==> src/sv/assert_macros.svh <==
// ---------------------------------------------------------------------------
// assert_macros.svh
// concurrent assertion helpers, compiled out when NO_ASSERTIONS is defined
// ---------------------------------------------------------------------------
`ifndef ASSERT_MACROS_SVH
`define ASSERT_MACROS_SVH

`ifndef NO_ASSERTIONS
`define ASSERT_IMPL(label, clk, rst, ante, cons) \
  label: assert property (@(posedge clk) disable iff (rst) (ante) |-> (cons)) \
    else $error("assertion failed");
`define ASSERT_NEXT(label, clk, rst, ante, cons) \
  label: assert property (@(posedge clk) disable iff (rst) (ante) |=> (cons)) \
    else $error("assertion failed");
`else
`define ASSERT_IMPL(label, clk, rst, ante, cons)
`define ASSERT_NEXT(label, clk, rst, ante, cons)
`endif

`endif

==> src/sv/lr_pkg.sv <==
// ---------------------------------------------------------------------------
// lr_pkg
// shared constants and types for the line rasteriser
// ---------------------------------------------------------------------------
package lr_pkg;

  localparam int SCREEN_WIDTH  = 320;
  localparam int SCREEN_HEIGHT = 240;

  localparam int XW    = 9;   // column width
  localparam int YW    = 8;   // row width
  localparam int AW    = 16;  // byte address width
  localparam int CW    = 4;   // colour width
  localparam int ERR_W = 11;  // signed error term

  localparam logic [XW-1:0] X_MAX     = XW'(SCREEN_WIDTH - 1);
  localparam logic [YW-1:0] Y_MAX     = YW'(SCREEN_HEIGHT - 1);
  localparam logic [AW-1:0] ROW_BYTES = AW'(SCREEN_WIDTH / 2);

  typedef enum logic {
    CMD_START   = 1'b0,
    CMD_ADVANCE = 1'b1
  } cmd_t;

  typedef struct packed {
    logic [XW-1:0] x;
    logic [YW-1:0] y;
    logic [AW-1:0] addr;
    logic          upper;
    logic [CW-1:0] color;
    logic          last;
  } pixel_t;

endpackage

==> src/sv/line_rasterizer_top.sv <==
// ---------------------------------------------------------------------------
// line_rasterizer_top
// bresenham line engine emitting packed 4bpp framebuffer pixel addresses
// ---------------------------------------------------------------------------
//  channel | handshake            | payload
//  --------+----------------------+------------------------------------------
//  in      | in_valid / in_ready  | command, start_x, start_y, end_x, end_y,
//          |                      | pen_color
//  out     | out_valid / out_ready| pixel_x, pixel_y, byte_address,
//          |                      | upper_nibble, pixel_color, last_pixel
//
//  one item per clock while in_ready is high; each pixel is registered into out_pix, or into the skid while out stalls
//  the error step and address are one combinational pass off the line state
//  a skid register holds one extra pixel, in_ready drops only when it is full
//  rst clears the line state to idle and empties both output registers
// ---------------------------------------------------------------------------
`include "assert_macros.svh"

module line_rasterizer_top
  import lr_pkg::*;
(
  input  logic          clk,
  input  logic          rst,
  input  logic          in_valid,
  output logic          in_ready,
  input  logic          command,
  input  logic [XW-1:0] start_x,
  input  logic [YW-1:0] start_y,
  input  logic [XW-1:0] end_x,
  input  logic [YW-1:0] end_y,
  input  logic [CW-1:0] pen_color,
  output logic          out_valid,
  input  logic          out_ready,
  output logic [XW-1:0] pixel_x,
  output logic [YW-1:0] pixel_y,
  output logic [AW-1:0] byte_address,
  output logic          upper_nibble,
  output logic [CW-1:0] pixel_color,
  output logic          last_pixel
);

  // line state
  logic [XW-1:0]    cur_x, cur_x_next;
  logic [YW-1:0]    cur_y, cur_y_next;
  logic [XW-1:0]    tgt_x, tgt_x_next;
  logic [YW-1:0]    tgt_y, tgt_y_next;
  logic [XW-1:0]    delta_x, delta_x_next;
  logic [XW-1:0]    neg_delta_y, neg_delta_y_next;
  logic             x_neg, x_neg_next;
  logic             y_neg, y_neg_next;
  logic [ERR_W-1:0] err, err_next;
  logic [CW-1:0]    color, color_next;
  logic             busy, busy_next;

  // output registers
  pixel_t out_pix, skid_pix, res;
  logic   skid_valid;

  logic in_fire, res_fire, last;

  logic [XW-1:0]    x0, x1, dx_abs;
  logic [YW-1:0]    y0, y1, dy_abs;
  logic [ERR_W:0]   e2;
  logic             adv_x, adv_y;
  logic [ERR_W-1:0] ndy_ext, dx_ext;

  assign in_ready = !skid_valid;
  assign in_fire  = in_valid && in_ready;

  always_comb begin
    x0 = (start_x > X_MAX) ? X_MAX : start_x;
    y0 = (start_y > Y_MAX) ? Y_MAX : start_y;
    x1 = (end_x > X_MAX) ? X_MAX : end_x;
    y1 = (end_y > Y_MAX) ? Y_MAX : end_y;
    dx_abs = (x1 >= x0) ? x1 - x0 : x0 - x1;
    dy_abs = (y1 >= y0) ? y1 - y0 : y0 - y1;

    ndy_ext = {{(ERR_W - XW){neg_delta_y[XW-1]}}, neg_delta_y};
    dx_ext  = {{(ERR_W - XW){1'b0}}, delta_x};
    e2      = {err, 1'b0};
    adv_x   = $signed(e2) >= $signed({ndy_ext[ERR_W-1], ndy_ext});
    adv_y   = $signed(e2) <= $signed({1'b0, dx_ext});

    cur_x_next       = cur_x;
    cur_y_next       = cur_y;
    tgt_x_next       = tgt_x;
    tgt_y_next       = tgt_y;
    delta_x_next     = delta_x;
    neg_delta_y_next = neg_delta_y;
    x_neg_next       = x_neg;
    y_neg_next       = y_neg;
    err_next         = err;
    color_next       = color;
    busy_next        = busy;
    res_fire         = 1'b0;
    last             = 1'b0;

    if (in_fire) begin
      if (cmd_t'(command) == CMD_START) begin
        cur_x_next       = x0;
        cur_y_next       = y0;
        tgt_x_next       = x1;
        tgt_y_next       = y1;
        color_next       = pen_color;
        x_neg_next       = !(x0 < x1);
        y_neg_next       = !(y0 < y1);
        delta_x_next     = dx_abs;
        neg_delta_y_next = XW'(0) - {1'b0, dy_abs};
        err_next         = {{(ERR_W - XW){1'b0}}, dx_abs}
                         - {{(ERR_W - YW){1'b0}}, dy_abs};
        last             = (x0 == x1) && (y0 == y1);
        busy_next        = !last;
        res_fire         = 1'b1;
      end else if (busy) begin
        if (adv_x) begin
          cur_x_next = x_neg ? cur_x - XW'(1) : cur_x + XW'(1);
        end
        if (adv_y) begin
          cur_y_next = y_neg ? cur_y - YW'(1) : cur_y + YW'(1);
        end
        err_next  = err + (adv_x ? ndy_ext : '0) + (adv_y ? dx_ext : '0);
        last      = (cur_x_next == tgt_x) && (cur_y_next == tgt_y);
        busy_next = !last;
        res_fire  = 1'b1;
      end
    end

    res.x     = cur_x_next;
    res.y     = cur_y_next;
    res.addr  = AW'(cur_x_next[XW-1:1]) + AW'(AW'(cur_y_next) * ROW_BYTES);
    res.upper = cur_x_next[0];
    res.color = color_next;
    res.last  = last;
  end

  always_ff @(posedge clk) begin
    if (rst) begin
      cur_x       <= '0;
      cur_y       <= '0;
      tgt_x       <= '0;
      tgt_y       <= '0;
      delta_x     <= '0;
      neg_delta_y <= '0;
      x_neg       <= 1'b0;
      y_neg       <= 1'b0;
      err         <= '0;
      color       <= '0;
      busy        <= 1'b0;
    end else begin
      cur_x       <= cur_x_next;
      cur_y       <= cur_y_next;
      tgt_x       <= tgt_x_next;
      tgt_y       <= tgt_y_next;
      delta_x     <= delta_x_next;
      neg_delta_y <= neg_delta_y_next;
      x_neg       <= x_neg_next;
      y_neg       <= y_neg_next;
      err         <= err_next;
      color       <= color_next;
      busy        <= busy_next;
    end
  end

  // output register plus skid, oldest pixel always in out_pix
  always_ff @(posedge clk) begin
    if (rst) begin
      out_valid  <= 1'b0;
      skid_valid <= 1'b0;
    end else if (out_valid && !out_ready) begin
      if (res_fire) begin
        skid_valid <= 1'b1;
      end
    end else if (skid_valid) begin
      out_valid  <= 1'b1;
      skid_valid <= 1'b0;
    end else begin
      out_valid <= res_fire;
    end
  end

  always_ff @(posedge clk) begin
    if (out_valid && !out_ready) begin
      if (res_fire) begin
        skid_pix <= res;
      end
    end else if (skid_valid) begin
      out_pix <= skid_pix;
    end else if (res_fire) begin
      out_pix <= res;
    end
  end

  assign pixel_x      = out_pix.x;
  assign pixel_y      = out_pix.y;
  assign byte_address = out_pix.addr;
  assign upper_nibble = out_pix.upper;
  assign pixel_color  = out_pix.color;
  assign last_pixel   = out_pix.last;

  `ASSERT_IMPL(a_skid_behind_out, clk, rst, skid_valid, out_valid)
  `ASSERT_NEXT(a_last_goes_idle, clk, rst, res_fire && res.last, !busy)
  `ASSERT_NEXT(a_more_stays_busy, clk, rst, res_fire && !res.last, busy)
  `ASSERT_NEXT(a_idle_advance_quiet, clk, rst,
               in_fire && cmd_t'(command) == CMD_ADVANCE && !busy, !busy)

endmodule

==> config.mk <==
export PLATFORM = sky130hd
export DESIGN_NAME = line_rasterizer_top
export DESIGN_NICKNAME = d
export VERILOG_FILES = /design/src/sv/lr_pkg.sv /design/src/sv/line_rasterizer_top.sv
export VERILOG_INCLUDE_DIRS = /design/src /design/src/sv
export SDC_FILE = /design/constraint.sdc
export NUM_CORES = 1
export LEC_CHECK = 0
export ABC_CLOCK_PERIOD_IN_PS = 5100
export BUFFER_PORTS_ARGS = -buffer_cell sky130_fd_sc_hd__buf_4
export CORE_ASPECT_RATIO = 0.9
export CORE_MARGIN = 5
export CORE_UTILIZATION = 40
export CTS_BUF_LIST = sky130_fd_sc_hd__clkbuf_16
export DETAILED_ROUTE_END_ITERATION = 16
export PLACE_DENSITY_LB_ADDON = 0.15
export SLEW_MARGIN = 20
export SYNTH_ARGS = -nofsm -noshare
export SYNTH_HDL_FRONTEND = slang
export SYNTH_SLANG_ARGS = --single-unit
==> constraint.sdc <==
create_clock -name clk -period 5.1 [get_ports clk]
set_input_delay 0.255 -clock clk [delete_from_list [all_inputs] [get_ports clk]]
set_output_delay 0.255 -clock clk [all_outputs]
set_load 0.01 [all_outputs]
==> out/qor.yml, run 1 <==
status: "complete, no violations"
setup_violations: 0
whs_path_depth: 3
fill_cells: 2623
fin_skew_ps: 12.5
cp-end-kind: "flip-flop"
vias_per_cell: 5.42
clk-insertion-delay-late_ps: 430
htreeDepth: 4
synth_enable_flop_cells: 66
cp_slowest_stage_delay_ps: 430
start_util_pct: 40.6
setup_slack_ps: 293
netlist.area_leader.share_pct: 18.7
ys_seq_area_share_pct: 32.4
fin_setup_tns_ps: 0
synth_area_um2: 10600
grt_pass1_wl_um: 46500
async_reset_ff_share_pct: 0
wirelength_um: 28800
hpwlAfterDp_um: 21700
syn_inst: 1213
track_usage_pct: 19.3
dr.pass1.iters: 5
die-area_um2: 29800
hold_viol: 0
ios: 84
antenna_found_initial: 0
yosys_warnings: 0
wl_per_cell_um: 17.5
cts.sinks: 138
fin_crit_ps: 4810
cts.clk_slew.worst_paths_ps: 70
drive_gt1_share_pct: 14.7
pre_cts_slack_ps: 188
cts_buffer_depth: 2
post_cts_buffers: 0
crit_slowest_cell: "or4_1"
fin_crit_sh_pct: 94.3
tightest_slew_ps: 1010
numCtsBuffers: 17
grt_start_max_net_pins: 79
synthDistinctLibCells: 93
fmaxAchievable_mhz: 208
slew_headroom_pct: 32.2
min_path_type: "input pin to flip-flop"
fin_nets: 1440
port_buffers: 83
cts_root_buf: "clkbuf_16"
ys_ff_latch: 138
fp.dieH_um: 164
dr_total_vias: 8889
gp_congestion: 0.943
criticalPathCategory: "flip-flop to flip-flop"
grt_pass1_vias: 8678
ys.flop_type: "dfxtp_1"
power_density_nw_per_um2: 341
synth_nets: 1373
r2r_cells: 22
arrival_ps: 5110
overflow: 0
area_growth_pct: 14.8
die_w_um: 181
drc_errors: 0
cts_tree: "done"
critPathLaunchType: "flip-flop"
core_area_um2: 26100
peakVddDrop_mv: 0.265
p_leak_nw: 5.14
ant_nets: 0
num_antenna_cells: 0
critical_path.max_fanout: 11
yosys-top-cells-area: "edfxtp_1, dfxtp_1, ha_1"
worst_path_most_repeated_cell: "ha_1"
crit_required_ps: 5410
worstPathCellList: "inv_1 -> ha_1 -> or4_1 -> a221oi_1 -> o21a_2 -> or2_4 -> nand2_1 -> o21ai_0 -> a31oi_1 -> o22ai_2 -> inv_1 -> ha_1 -> ha_1 -> fa_1 -> a21oi_1 -> nor2_1 -> nor2_1 -> xnor2_1 -> nand2_1 -> a2111o_1 -> o21ai_1 -> mux2_2"
synth_area_leader_cell: "edfxtp_1"
drv_cap: 0
drt-initial-drc-count: 614
rows: 56
avgSynthCellArea_um2: 8.72
slew_violations: 0
rsz0062_at_grt: "yes"
-- per-layer routing --
layer	global-route usage, %	vias to the layer above	part of all wire [%]
li1	-	4417	-
met1	28.1	4261	50
met5	0	-	0
met3	3.63	26	4.3
met2	29.9	185	44
met4	4.50	0	1.6
-- through the flow --
step | std cells | hold WS (ps) | util [%] | instance area, um2 | power, W
finish | 1641 | 98.0 | 46.6 | 12100 | 0.00414
global route | 1641 | 89.4 | 46.6 | 12100 | 0.00441
CTS | 1641 | 84.2 | 46.4 | 12100 | 0.00414
detailed placement | 1609 | 445 | 44.3 | 11500 | 0.00293
global placement | 1609 | 442 | 44.3 | 11500 | 0.00293
floorplan | 1213 | 391 | - | 10600 | 0.00249
-- critical path: cells and delay by family, from the launching register on --
kind            cells  cell delay, ps
buf+inv             2             170
xor+xnor            1             200
fa+ha+maj           4            1140
mux                 1             180
flops               1             350
simple gates        6            1040
compound gates      8            1590
-- synthesized netlist by cell type, types with 9 or more instances --
cell type  count
mux2i_1       15
inv_1        100
nor2_1       111
nor3_1        15
edfxtp_1      66
o21ai_0       66
nor2b_1       23
xnor2_1       45
a211oi_1      33
mux2_2        14
o22ai_1       16
and2_1        13
nand3_1       17
nand2b_1      15
nand2_1      137
dfxtp_1       72
xor2_1        29
a21o_1        14
a21oi_1       71
ha_1          98
fa_1          19
o221ai_1       9
clkbuf_1      45
-- sequential cells by signal, summed over array words and instances (netlist names), 9 cells and up --
signal and cells:
byte_address 11, cur_x 9, delta_x 9, err 11, neg_delta_y 9, pixel_x 9
skid_pix 33, tgt_x 9
-- timing repair --
item	4_1_cts	5_1_grt
setup endpoints to repair	0	5
gates resized for setup	0	8
hold buffers	0	0
-- cell type report --
cell class | instances | area [um2] | share of cell area, %
well taps | 348 | 435 | 3.59
multi-input cells | 913 | 6530 | 53.8
inverters | 101 | 379 | 3.12
clock buffers | 17 | 425 | 3.50
clock inverters | 15 | 130 | 1.07
repair buffers | 109 | 818 | 6.74
flip-flops and latches | 138 | 3420 | 28.2
-- path summary, 6_finish.rpt --
kind / start / endpoint / slack (ps)
worst max register to register: delta_x[8] / byte_address[15] / 290
worst min-delay path: end_x[8] / tgt_x[8] / 100
worst min register to register: neg_delta_y[5] / neg_delta_y[5] / 450
worst max-delay path: delta_x[8] / byte_address[15] / 290
-- cell usage in the layout, fill, tap and decap left out, types with 21 or more instances in the layout --
master	n
nor2_1	109
ha_1	98
a211oi_1	33
nor2b_1	21
edfxtp_1	66
xor2_1	29
inv_1	101
nand2_1	137
o21ai_0	65
dfxtp_1	72
buf_4	109
a21oi_1	71
xnor2_1	44
-- logic make-up after synthesis --
family	after synthesis	synth area share, %
mux	31	3.23
compound gates	301	18.7
fa+ha+maj	117	15.2
flops	138	32.4
xor+xnor	76	6.62
simple gates	388	17.4
buf+inv	162	6.41
-- power breakdown --
group	switching, W	internal (W)	total [W]
registers	0.0000721	0.00127	0.00135
clock network	0.000560	0.000640	0.00120
logic	0.000908	0.000681	0.00159
Note: power is estimated with default switching activity, not from simulation.
==> run 2, diff against run 1 <==
--- a/config.mk
+++ b/config.mk
@@ -6,6 +6,7 @@
 export SDC_FILE = /design/constraint.sdc
 export NUM_CORES = 1
 export LEC_CHECK = 0
+export ABC_AREA = 1
 export ABC_CLOCK_PERIOD_IN_PS = 5100
 export BUFFER_PORTS_ARGS = -buffer_cell sky130_fd_sc_hd__buf_4
 export CORE_ASPECT_RATIO = 0.9
==> out/qor.yml, run 2 <==
drt-initial-drc-count: 802  # +31%
synth_nets: 1594  # +16%
avgSynthCellArea_um2: 7.37  # -15%
holdBufCountCts: 0  # unchanged
crit_slowest_cell: "fa_1"
setup_violations: 0  # unchanged
core_area_um2: 26100  # unchanged
cts_tree: "done"
fin_skew_ps: 15.0  # +2.51 ps
fmaxAchievable_mhz: 226  # +8.4%
num_antenna_cells: 0  # unchanged
vias_per_cell: 5.09  # -6.1%
peakVddDrop_mv: 0.206  # -22%
fill_cells: 2620  # -0.11%
cp-end-kind: "flip-flop"
ys.flop_type: "dfxtp_1"
ys_ff_latch: 138  # unchanged
power_density_nw_per_um2: 345  # +1.3%
cts_root_buf: "clkbuf_16"
drv_cap: 0  # unchanged
async_reset_ff_share_pct: 0  # unchanged
worstPathCellList: "inv_1 -> ha_1 -> nand2_1 -> inv_1 -> nand2_1 -> nor2_1 -> nand2_1 -> nand3_2 -> buf_4 -> nand4_1 -> nand3_1 -> nand3_1 -> o21ai_0 -> inv_1 -> ha_1 -> ha_1 -> fa_1 -> xor2_1 -> nor3b_1 -> nand2_1 -> nor2_1 -> xnor2_1 -> nand2_1 -> nand2_1"
min_path_type: "input pin to flip-flop"
hpwlAfterDp_um: 22600  # +4.2%
final_cell_mix: "nand2_1, inv_1, o21ai_0, a21oi_1, nor2_1"
die_w_um: 181  # about the same
wirelength_um: 29500  # +2.5%
combPwrFrac_pct: 38.8  # +0.4 points
dr_total_vias: 9450  # +6.3%
ios: 84  # unchanged
gp_congestion: 0.894  # -5.2%
dr.pass1.iters: 7  # +2
worst_path_most_repeated_cell: "nand2_1"
crit_family: "simple AND/OR/NAND/NOR gates"
power.share.clock_pct: 29.3  # +0.3 points
post_cts_buffers: 0  # unchanged
rows: 56  # unchanged
hold_viol: 0  # unchanged
fin_crit_sh_pct: 87.0  # -7.3 points
rsz0062_at_grt: "no"
crit_required_ps: 5270  # -140 ps
cts.repair.resized: 0  # unchanged
syn_inst: 1434  # +18%
yosys-top-cells-area: "edfxtp_1, dfxtp_1, ha_1"
start_util_pct: 40.6  # about the same
tightest_slew_ps: 1020  # +11.6 ps
netlist.area_leader.share_pct: 18.7  # about the same
p_sw_share_pct: 40.2  # +2.9 points
top_register: "skid_pix"
grt_start_max_net_pins: 62  # -22%
fin_nets: 1657  # +15%
htreeDepth: 4  # unchanged
cts.clk_slew.worst_paths_ps: 70  # about the same
arrival_ps: 4600  # -510 ps
critPathLaunchType: "flip-flop"
cp_slowest_stage_delay_ps: 410  # -20 ps
area_growth_pct: 14.7
overflow: 0  # unchanged
synth_most_common_cell: "nand2_1"
fin_crit_ps: 4430  # -373 ps
status: "complete, no violations"
drive_gt1_share_pct: 11.5  # -3.2 points
largest_reg_flops: 33  # unchanged
fin_setup_tns_ps: 0  # unchanged
power.internal_w: 0.00250  # -3.5%
synth_area_um2: 10600  # about the same
ys_seq_area_share_pct: 32.4  # about the same
ant_nets: 0  # unchanged
track_usage_pct: 19.7  # +0.37 points
wl_per_cell_um: 15.9  # -9.5%
port_buffers: 83  # unchanged
synthTopCellsByCount: "nand2_1, inv_1, o21ai_0, a21oi_1, nor2_1"
slew_violations: 0  # unchanged
die-area_um2: 29800  # about the same
yosys_warnings: 0  # unchanged
p_switching_w: 0.00168  # +9.2%
cts.sinks: 138  # unchanged
critical_path.max_fanout: 13  # +2
finish.utilization_pct: 46.5  # -0.053 points
p_seq_share_pct: 32.0  # -0.6 points
slew_headroom_pct: 31.7  # -0.48 points
synth_area_leader_cell: "edfxtp_1"
cts_buffer_depth: 2  # unchanged
criticalPathCategory: "flip-flop to flip-flop"
p_leak_nw: 5.93  # +15%
synth_enable_flop_cells: 66  # unchanged
worst-path-buf-inv: 4  # +2
synthDistinctLibCells: 55  # -41%
antenna_found_initial: 0  # unchanged
numCtsBuffers: 17  # unchanged
grt_pass1_vias: 8922  # +2.8%
grt_pass1_wl_um: 47100  # +1.4%
clk-insertion-delay-late_ps: 430  # about the same
drc_errors: 0  # unchanged
layout_commonest_cell: "nand2_1"
fp.dieH_um: 164  # about the same
[run 2: changes by cell type after synthesis, sizes merged, moves of 14 or more]
| cell | previous run | this run |
|---|---|---|
| mux2 | 15 | 0 |
| inv | 100 | 239 |
| a21oi | 73 | 111 |
| nor2b | 23 | 0 |
| nand2 | 138 | 302 |
| a211oi | 33 | 4 |
| o21ai | 73 | 126 |
| nand4 | 7 | 25 |
| xnor2 | 45 | 13 |
| mux2i | 16 | 2 |
| nand3 | 17 | 77 |
| nand2b | 15 | 0 |
[run 2: routing by layer]
| metal | up-vias | GRT usage (%) | wire length, um |
|---|---|---|---|
| met1 | 4330 | 29.1 | 14800 |
| li1 | 4805 | - | - |
| met5 | - | 0 | 0 |
| met2 | 289 | 30.5 | 12500 |
| met3 | 26 | 3.01 | 1820 |
| met4 | 0 | 4.40 | 308 |
[run 2: path summary, 6_finish.rpt]
check | from | to | slack (ps) | cells past startpoint
setup / recovery | delta_x[7] | byte_address[14] | 670 | 24
hold / removal | end_x[4] | tgt_x[4] | 120 | 3
setup reg to reg | delta_x[7] | byte_address[14] | 670 | 24
hold reg to reg | skid_pix[17] | byte_address[11] | 510 | 2
[run 2: stage by stage]
step	cell area (um2)	hold WS (ps)	cells	power, W	worst slack (ps)
after floorplan	10600	426	1434	0.00250	1200
after global placement	11500	501	1825	0.00294	339
after detailed placement	11500	504	1825	0.00296	356
after CTS	12100	102	1857	0.00420	707
after global routing	12100	128	1858	0.00448	231
final	12100	124	1858	0.00419	665
[run 2: kinds of logic after synthesis]
| logic type | after synthesis | synth area share [%] |
|---|---|---|
| AO/OA/AOI/OAI | 286 | 14.8 |
| multiplexers | 2 | 0.189 |
| AND/OR/NAND/NOR | 543 | 22.3 |
| buffers and inverters | 301 | 11.2 |
| flip-flops | 138 | 32.4 |
| adder cells (fa/ha/maj) | 117 | 15.2 |
| XOR/XNOR | 47 | 3.89 |
[run 2: area by class of cell]
cell class,instances,area (um2),share of cell area [%]
clock buffer,17,425,3.51
clock inverter,15,144,1.19
inverter,242,912,7.52
multi-input combinational,995,5990,49.4
sequential,138,3420,28.2
tap,348,435,3.59
timing repair buffer,103,793,6.54
[run 2: worst register-to-register path, stage by stage, from the launching register on]
cell and delay, ps:
dfxtp_1 390, inv_1 60, ha_1 290, nand2_1 50, inv_1 60, nand2_1 90, nor2_1 130, nand2_1 70
nand3_2 100, buf_4 220, nand4_1 140, nand3_1 110, nand3_1 70, o21ai_0 170, inv_1 180, ha_1 330
ha_1 240, fa_1 410, xor2_1 290, nor3b_1 340, nand2_1 90, nor2_1 140, xnor2_1 100, nand2_1 60
nand2_1 60
[run 2: power by group through the flow]
| stage | clock network (W) | registers (W) | logic [W] |
|---|---|---|---|
| 2_1_floorplan | 0 | 0.00136 | 0.00114 |
| 3_3_place_gp | 0 | 0.00136 | 0.00158 |
| 3_5_place_dp | 0 | 0.00136 | 0.00160 |
| 4_1_cts | 0.00125 | 0.00134 | 0.00161 |
| 5_1_grt | 0.00129 | 0.00135 | 0.00184 |
| 6_report | 0.00122 | 0.00134 | 0.00162 |
